--- config.mk ---
export PLATFORM = sky130hd
export DESIGN_NAME = ptt_cell
export DESIGN_NICKNAME = d
export VERILOG_FILES = /design/src/ptt_pkg.sv /design/src/ptt_cell.sv
export SDC_FILE = /design/constraint.sdc
export NUM_CORES = 1
export LEC_CHECK = 0
export BUFFER_PORTS_ARGS = -buffer_cell sky130_fd_sc_hd__buf_2
export CAP_MARGIN = 20
export CORE_AREA = 2 2 137 139
export CTS_CLUSTER_DIAMETER = 150
export DETAILED_ROUTE_END_ITERATION = 7
export DIE_AREA = 0 0 139 141
export GPL_TIMING_DRIVEN = 0
export PLACE_DENSITY_LB_ADDON = 0.12
export SYNTH_ARGS = -nofsm -noshare
export SYNTH_HDL_FRONTEND = slang
export SYNTH_SLANG_ARGS = --single-unit
export TNS_END_PERCENT = 100
--- constraint.sdc ---
create_clock -name clk -period 7.35 [get_ports clk]
set_input_delay 1.8375 -clock clk [delete_from_list [all_inputs] [get_ports clk]]
set_output_delay 1.8375 -clock clk [all_outputs]
set_load 0.02 [all_outputs]
--- src/ptt_pkg.sv ---
// shared types and constants for the pending request timeout table
// no dependencies
package ptt_pkg;

  localparam int DEPTH   = 16;
  localparam int TAG_W   = 16;
  localparam int FIELD_W = 16;
  localparam int ID_W    = 32;
  localparam int TIME_W  = 48;
  localparam int IDX_W   = $clog2(DEPTH);
  localparam int CNT_W   = $clog2(DEPTH + 1);

  typedef enum logic [1:0] {
    KIND_INSERT  = 2'd0,
    KIND_REMOVE  = 2'd1,
    KIND_TIMEOUT = 2'd2,
    KIND_PURGE   = 2'd3
  } kind_t;

  typedef enum logic [1:0] {
    ST_OK   = 2'd0,
    ST_NONE = 2'd1,
    ST_DUP  = 2'd2,
    ST_FULL = 2'd3
  } status_t;

  typedef struct packed {
    logic              valid;
    logic              live;
    logic [ID_W-1:0]   id;
    logic [TAG_W-1:0]  conn;
    logic [TAG_W-1:0]  disp;
    logic [TIME_W-1:0] deadline;
  } entry_t;

  typedef struct packed {
    logic load;
    logic shift;
    logic kill;
  } cell_ctl_t;

endpackage

--- src/ptt_cell.sv ---
// one table entry; takes its upper neighbor on shift, a new entry on load
// depends on ptt_pkg
module ptt_cell (
  input  logic               clk,
  input  logic               rst_n,
  input  ptt_pkg::cell_ctl_t ctl,
  input  ptt_pkg::entry_t    new_entry,
  input  ptt_pkg::entry_t    nb_entry,
  output ptt_pkg::entry_t    entry
);
  import ptt_pkg::*;

  entry_t e_r, e_nxt;

  always_comb begin
    e_nxt = e_r;
    if (ctl.shift) begin
      e_nxt = nb_entry;
    end
    if (ctl.load) begin
      e_nxt = new_entry;
    end
    if (ctl.kill) begin
      e_nxt.live = 1'b0;
    end
  end

  always_ff @(posedge clk) begin
    if (!rst_n) begin
      e_r.valid <= 1'b0;
      e_r.live  <= 1'b0;
    end else begin
      e_r <= e_nxt;
    end
  end

  assign entry = e_r;

endmodule

# --- After elaboration in Yosys (flattened, before gate mapping) ---
# Index checks and enable logic that the tools add are counted.
word_totals:
  ff_bits: 114
  in_bits: 233
  elab_cells: 12
op_classes:
  reduce_logical: 3
  muxes: 2
  n_bitwise: 1
ops:
  columns: ["cell", "n"]
  rows:
  - ["$mux W114", 2]
  - ["$reduce_and A2 Y1", 1]
  - ["$reduce_bool A2 Y1", 1]
  - ["$reduce_or A2 Y1", 1]
  - ["$not A1 Y1", 1]

# --- Logic depth before layout (Yosys ltp) ---
# Gate-level depths: netlist (run 1).
depth:
  depth_word: 2
  ltp_mapped: 5
  mapped_depth_nobuf: 2

# --- Worst setup path after synthesis (run 1) ---
# OpenSTA, ideal clock, no wires.
synth_timing:
  path_type: "input port to flip-flop"
  start: "in ctl[2] in the netlist's numbering"
  end: "reg e_r, in the netlist entry[0] (enable)"
  n_path_buf: 3
  required_time_ps: 6764
  cell_stages: 5
  path_slack_ps: -216
  arrival_time_ps: 6980
  setup_ps: 586
  path_cell_list: "buf_6 buf_6 buf_6 nor2_1 nor2_1"
synth_between:
  elab_chain_len: 2
synth_rtl:
  columns: ["item", "line", "text"]
  rows:
  - ["start: declaration", "ptt_cell.sv:6", "input ptt_pkg::cell_ctl_t ctl,"]
  - ["$reduce_bool A2 Y1 (no line)", null, null]
  - ["$reduce_and A2 Y1 (no line)", null, null]
  - ["end signal: assignment", "ptt_cell.sv:33", "e_r <= e_nxt;"]
  - ["end: declaration", "ptt_cell.sv:13", "entry_t e_r, e_nxt;"]
# Every way passes these cells.
# A chain may end at the register's enable or synchronous reset.

# --- Worst setup path in the final report (run 1) ---
layout_timing:
  start: "in ctl[2] in the netlist's numbering"
  end: "reg e_r, in the netlist entry[49] (enable)"
# The elaborated chain is that of the path after synthesis.

==> run metrics, run 1 <==
CTS Sinks=around 110; Seq/Total Area, Yosys=between 60% and 70%; Die Height=141 um; most common cell after layout, fill and taps aside=buf_2; worst slew pin tran=roughly 0.75 ns; final wirelength=about 14,000 um; Setup Buffers After CTS=0; core area=18,300 sq um; Slew headroom=~50%; unrepaired setup endpoints after global routing=no; Min-Delay Path Class=flip-flop to flip-flop; Die ar.=a little under 20,000 sq um; Avg WL per Cell=~16 um; max reg flops=114; share of layout cells above drive strength 1=between 70% and 80%; Final min period=around 3.2 ns; routed vias/inst=between 4 and 5; TritonCTS Buffers=17; CP peak stage delay=a little under 0.6 ns; WP data arrival=~3.3 ns; CTS root buf=clkbuf_16; Critical Path End Type=flip-flop; total chip power=1.87 mW; CTS-repair resized insts=0; Cell Rows=50; final setup TNS=0 ns; Leak Pwr=between 3 and 4 nW; maximum operating frequency=a little over 300 MHz; Hold Vio Cnt, Final=0; Synth Instances=between 200 and 250; Worst IR Drop VDD=about 0.00015 V; net switching power=between 0.4 and 0.5 mW; routability cong.=0.792; Max FO, Critical Path=33; vias in the first global route=approximately 3,700; MaxCap Viol Count=0; most used cell, CP=buf_6; IO Port Bufs=~350; worst endpoint required time=between 7 and 8 ns; largest net degree at the start of global routing=34; ANT nets after route=0; Avg Inst Size Synth=approximately 20 sq um; CTS Hold Buffers Added=0; critical path type=input pin to flip-flop; CP cell instances=buf_6 -> buf_6 -> buf_6 -> nor2_1 -> nor2_4 -> buf_12; part of the power in combinational logic=16.7%; Netlist Area Pre-Place=approximately 5000 sq um; DR vias=3,562; total global-route track usage=between 10% and 20%; Final Net Count=849; Sw Ratio=about a quarter; worst skew pair latency=approximately 0.4 ns; FF+latch count, synth=between 100 and 150; Flop pwr share=between 40 and 50%; Initial Util=27.4%; buffer depth of the longest clock path=2; antenna cells=0; initial antenna violation count=0; I/O Pins=between 300 and 400; Slew Viols, Final=0; first-pass GRT wire length=just over 20,000 um; commonest cells after routing, fill and taps aside=buf_2 (352), edfxtp_1 (112), mux2_2 (73), mux2_4 (39), clkbuf_16 (17); residual overflow from global routing=0; clock transition at the registers of the reported paths=0.05 ns; Synth cell types=13; First DRT Iteration DRCs=approximately 140; DP HPWL=between 10,000 and 15,000 um; Yosys warnings=0; status=completed; Clk network pwr share=between 40% and 50%; CTS tree=done; Post-Syn Nets=between 400 and 500; area grow syn2layout=52.3%; CTS H-tree lvls=4; Pint=1.42 mW; Fin Clk Skew=0 ns; Setup crit start kind=input pin; final period utilization=roughly 44%; die width=139 um; Final Setup Violations=0; P per Cell Area=roughly 250 nW/um^2; crit path max-delay cell type=nor2_4; DRT Pass-1 Iters=4; DRC errors left=0
==> layout make-up <==
class	count	area [sq um]
Clock buffer	19	433
Timing Repair Buffer	348	1790
Sequential cell	114	3400
Inverter	2	7.51
Fill cell	1780	10600
Tap cell	234	293
Clock inverter	11	96.3
Buffer	13	103
Multi-Input combinational cell	120	1500
==> stage by stage <==
stage               util [%]  setup WS (ns)  instances  hold WS [ns]  cell area (sq um)
floorplan                  -           1.72        249         0.617               5010
global placement        38.5          0.173        828         0.555               7030
detailed placement      38.8           3.64        831         0.593               7090
CTS                     41.7           4.07        861         0.603               7620
global route            41.7           4.00        861         0.607               7620
finish                  41.7           4.11        861         0.593               7620
==> power by group through the flow <==
stage          registers, mW  clock network, mW  logic, mW
3_5_place_dp           0.817                  0      0.318
4_1_cts                0.804              0.775      0.318
6_report               0.804              0.754      0.312
2_1_floorplan          0.902                  0     0.0896
5_1_grt                0.808              0.807      0.334
3_3_place_gp           0.820                  0      0.310
==> cells in the mapped netlist <==
cell / count / area [sq um]
edfxtp_1: 112 / 3360
nor2b_1: 1 / 6.26
nor2_1: 2 / 7.51
mux2i_1: 2 / 20.0
mux2_2: 73 / 822
mux2_4: 39 / 586
inv_1: 2 / 7.51
a2111oi_4: 1 / 27.5
dfxtp_1: 2 / 40.0
buf_6: 6 / 67.6
buf_2: 7 / 35.0
a211oi_1: 1 / 7.51
nor2b_4: 1 / 13.8
==> logic make-up after synthesis <==
group | after synthesis | synth area share (%)
AND/OR/NAND/NOR | 4 | 0.550
buffers and inverters | 15 | 2.20
multiplexers | 114 | 28.5
flip-flops | 114 | 68.0
AO/OA/AOI/OAI | 2 | 0.700
==> metal layers <==
layer / vias to the layer above / part of all wire, % / GRT usage [%]
li1: 1715 / - / -
met1: 1638 / 37 / 14.3
met2: 196 / 52 / 23.9
met3: 13 / 9.5 / 5.94
met4: 0 / 1.5 / 5.69
met5: - / 0 / 0
==> worst max-delay path: cells and delay by family <==
kind / cells / cell delay [ns]
buffers and inverters: 4 / 0.79
and+or+nand+nor: 2 / 0.67
==> final timing paths <==
path / start / to / slack (ns) / cells after the start
max reg2reg: entry[112] / entry[112] / 6.49 / 2
min reg2reg: entry[113] / entry[113] / 0.59 / 2
min: entry[113] / entry[113] / 0.59 / 2
max: ctl[2] / entry[49] / 4.11 / 6
Note: power is estimated with default switching activity, not from simulation.
==> run 2: changes to the inputs <==
ABC_AREA = 1   (was default)
CORE_AREA = 2 2 134 136   (was 2 2 137 139)
DIE_AREA = 0 0 136 138   (was 0 0 139 141)
clock period = 3.1 ns   (was 7.35 ns; I/O delays follow)
==> run metrics, run 2 <==
status=completed; commonest cells after routing, fill and taps aside=buf_2 (360), nand2_1 (342), edfxtp_1 (112), clkbuf_16 (17), buf_4 (8); CTS Hold Buffers Added=0; area share of and/or/nand/nor cells after synthesis=a little over a quarter; IO Port Bufs=345; post-synthesis xor/xnor area fraction=0%; largest family of logic cells by synthesized area=simple AND/OR/NAND/NOR gates; area grow syn2layout=53.3%; unrepaired setup endpoints after global routing=no; worst skew pair latency=0.41 ns; total global-route track usage=~17%; vias in the first global route=4,356; Post-Syn Nets=725; CTS tree=done; Die ar.=about 19,000 sq um; Register-to-Register Setup Slack=~2.5 ns; final setup TNS=0 ns; max reg flops=between 100 and 150; largest net degree at the start of global routing=34; cell accounting for the most synthesized area=edfxtp_1; worst slew pin tran=roughly 0.8 ns; Final min period=between 1.5 and 2 ns; Placed Area=between 6000 and 7000 sq um; WP data arrival=1.93 ns; critical path type=input pin to flip-flop; core area=about 18,000 sq um; Min-Delay Path Class=flip-flop to flip-flop; Netlist Area Pre-Place=approximately 4900 sq um; routed vias/inst=about 4.1; routability cong.=~0.76; Post-synth top flop=edfxtp_1; Final Net Count=1,092; leading post-synthesis cells by instance count=nand2_1 (342), edfxtp_1 (112), buf_2 (15); CTS H-tree lvls=4; Avg Inst Size Synth=9.94 sq um; FF+latch count, synth=114; final period utilization=between 50% and 60%; Synth top area share=between 60 and 70%; total chip power=4.41 mW; clock transition at the registers of the reported paths=around 0.05 ns; Final Setup Violations=0; Die Height=between 100 and 150 um; Yosys warnings=0; DRT Pass-1 Iters=6; Design Area, Final=about 7500 sq um; DR vias=roughly 4,500; Setup crit start kind=input pin; Critical Path End Type=flip-flop; First DRT Iteration DRCs=roughly 190; Synth cell types=10; antenna cells=0; Synth Area in Compound Gates=0%; Post-synth ARST share=0%; Post-synth EDFFs=about 110; Seq/Total Area, Yosys=between 60% and 70%; first-pass GRT wire length=~24,000 um; mux contribution to synthesized area=0%; Worst IR Drop VDD=0.000357 V; CP cell instances=buf_6 -> nor2_1 -> nor2_4 -> buf_12; worst endpoint required time=between 3 and 4 ns; CTS root buf=clkbuf_16; adder-cell share of the synthesized area=0%; MaxCap Viol Count=0; Slew headroom=between 40% and 50%; Max FO, Critical Path=33; top cells by area, synth=edfxtp_1 (69%), nand2_1 (26%), buf_2 (1.5%); Initial Util=approximately 28%; CP peak stage delay=0.61 ns; Slew Viols, Final=0; initial antenna violation count=1; Hold Vio Cnt, Final=0; crit path max-delay cell type=nor2_4; buffer depth of the longest clock path=2; Fin Clk Skew=0 ns; top-count cell post-synth=nand2_1; Setup Buffers After CTS=0; most common cell after layout, fill and taps aside=buf_2; die width=around 140 um; Layout Utilization=42.8%; Cell Rows=49; CTS Sinks=about 110; CTS-repair resized insts=0; residual overflow from global routing=0; I/O Pins=347; TritonCTS Buffers=17; final wirelength=about 16,000 um; Avg WL per Cell=approximately 15 um; maximum operating frequency=~550 MHz; DRC errors left=0; Synth Instances=between 400 and 500; Leak Pwr=between 3 and 4 nW; DP HPWL=between 10,000 and 15,000 um; share of layout cells above drive strength 1=45.8%; ANT nets after route=0; P per Cell Area=588 nW/um^2
==> run 2: power breakdown <==
group          total (mW)  internal [mW]  switching [mW]
registers            1.90           1.87          0.0311
clock network        1.79           1.15           0.647
logic               0.717          0.272           0.445
total                4.41           3.29            1.12
==> run 2: final cells by class <==
cell class | instances | area (sq um)
Clock inverter | 10 | 95.1
Inverter | 4 | 15.0
Buffer | 25 | 158
Multi-Input combinational cell | 349 | 1320
Timing Repair Buffer | 348 | 1790
Sequential cell | 114 | 3400
Clock buffer | 19 | 433
Fill cell | 1798 | 10000
Tap cell | 229 | 287
==> run 2: final timing paths <==
| path | from | end | cells past startpoint |
|---|---|---|---|
| max | ctl[2] | entry[30] | 4 |
| min | entry[113] | entry[113] | 4 |
| max reg2reg | entry[112] | entry[112] | 4 |
| min reg2reg | entry[113] | entry[113] | 4 |
==> run 2: critical path, delay by kind of cell <==
family,cells,cell delay [ns]
and+or+nand+nor,2,0.71
buffers and inverters,2,0.41
==> run 2: layer usage <==
| metal | GRT usage [%] | routed length (um) | vias to the layer above |
|---|---|---|---|
| li1 | - | - | 2311 |
| met1 | 18.3 | 6100 | 1898 |
| met2 | 28.6 | 7780 | 241 |
| met3 | 7.55 | 1900 | 23 |
| met4 | 6.63 | 335 | 2 |
| met5 | 0 | 13 | - |
==> run 2: logic make-up after synthesis <==
| group | count (synthesis) |
|---|---|
| and+or+nand+nor | 349 |
| DFF | 114 |
| buffers and inverters | 29 |
==> run 2: metrics by stage <==
step	hold WS [ns]	setup slack (ns)	instances
finish	0.542	1.27	1098
global route	0.568	1.21	1098
CTS	0.544	1.25	1098
detailed placement	0.534	0.803	1069
global placement	0.532	-0.881	1066
floorplan	0.614	0.0827	492
==> run 3: changes to the inputs <==
CORE_AREA = 2 2 133 135   (was 2 2 134 136)
DIE_AREA = 0 0 135 137   (was 0 0 136 138)
clock period = 1.5 ns   (was 3.1 ns; I/O delays follow)
==> run metrics, run 3 (synthesized netlist as in run 2, its figures left out) <==
first-pass GRT wire length=between 20,000 and 25,000 um; reg2reg start=entry[113]; Setup Buffers After CTS=0; worst endpoint required time=approximately 1.6 ns; Final min period=roughly 1.4 ns; routed vias/inst=approximately 4.2; buffer depth of the longest clock path=2; critical path type=input pin to flip-flop; DP HPWL=approximately 13,000 um; WP data arrival=roughly 1.5 ns; Max FO, Critical Path=34; final wirelength=roughly 16,000 um; unrepaired setup endpoints after global routing=no; MaxCap Viol Count=0; CTS root buf=clkbuf_16; most common cell after layout, fill and taps aside=buf_2; max reg flops=between 100 and 150; total chip power=roughly 9.3 mW; total global-route track usage=between 10% and 20%; Final Net Count=approximately 1,100; Worst Setup SP=rst_n; First DRT Iteration DRCs=~190; CTS tree=done; status=completed; Die ar.=roughly 18,000 sq um; commonest cells after routing, fill and taps aside=buf_2 (360), nand2_1 (342), edfxtp_1 (112), clkbuf_16 (17), buf_4 (8); final setup TNS=0 ns; DR vias=approximately 4,600; Slew Viols, Final=0; met2 global-route usage=31.0%; Die Height=approximately 140 um; IO Port Bufs=345; met3 GRT Util=6.26%; DRC errors left=0; worst slew pin tran=approximately 0.58 ns; GRT busiest layer=met2; die width=135 um; Critical Path End Type=flip-flop; I/O Pins=about 350; Hold WS=roughly 0.18 ns; initial antenna violation count=1; maximum operating frequency=around 730 MHz; Worst IR Drop VDD=about 0.00067 V; Cell Rows=48; ANT nets after route=0; Avg WL per Cell=between 15 and 20 um; Hold Path Origin=rst_n; Fin Clk Skew=0 ns; Min-Delay Path Class=input pin to flip-flop; CTS Sinks=114; CTS H-tree lvls=4; worst skew pair latency=0.40 ns; Initial Util=28.7%; core area=17,100 sq um; met1 usage=19.2%; largest net degree at the start of global routing=35; share of layout cells above drive strength 1=a little under half; final period utilization=about nine tenths; DRT Pass-1 Iters=4; routability cong.=around 0.8; TritonCTS Buffers=17; residual overflow from global routing=0; Slew headroom=61.5%; Final Setup Violations=0; Setup crit start kind=input pin; area grow syn2layout=54.1%; Leak Pwr=3.88 nW; clock transition at the registers of the reported paths=approximately 0.050 ns; vias in the first global route=4,717; Hold Vio Cnt, Final=0; P per Cell Area=~1200 nW/um^2
-- run 3: cell type report --
class / instances / area [sq um]
Fill cell: 1746 / 9520
Sequential cell: 114 / 3400
Timing Repair Buffer: 348 / 1790
Multi-Input combinational cell: 350 / 1340
Clock buffer: 19 / 433
Tap cell: 225 / 282
Buffer: 25 / 161
Clock inverter: 10 / 119
Inverter: 4 / 15.0
Antenna cell: 1 / 2.50
-- run 3: per-layer routing --
layer | wire (um) | part of all wire [%] | vias up
met3 | 1660 | 10 | 25
met5 | 0 | 0 | -
met1 | 6260 | 38 | 2042
met4 | 367 | 2.2 | 0
met2 | 8190 | 50 | 249
li1 | - | - | 2322
-- run 3: final timing paths --
| path | endpoint | slack [ns] | depth (start not counted) |
|---|---|---|---|
| max | entry[80] | 0.13 | 5 |
| min | entry[113] | 0.18 | 3 |
| max reg2reg | entry[113] | 0.88 | 4 |
| min reg2reg | entry[112] | 0.56 | 4 |
-- run 3: report_power, final --
part           switching, mW  internal (mW)
combinational          0.931          0.565
clock                   1.32           2.54
sequential            0.0694           3.87
-- run 3: critical path: stages --
cell	delay, ns
buf_2	0.09
inv_1	0.09
nor2_4	0.39
buf_12	0.26
buf_12	0.23
-- run 3: timing repair --
| item | 4_1_cts | 5_1_grt |
|---|---|---|
| resized for setup | 0 | 0 |
| setup endpoints to repair | 34 | 0 |
| hold buffers | 0 | 0 |
-- run 3: per-stage QoR --
stage	utilization [%]	area, sq um	worst slack [ns]	cells
detailed placement	40.9	6980	-0.527	1065
global route	44.2	7540	0.0445	1096
global placement	40.6	6920	-1.92	1062
finish	44.2	7540	0.132	1096
floorplan	-	4910	-1.09	492
CTS	44.2	7540	0.0933	1095
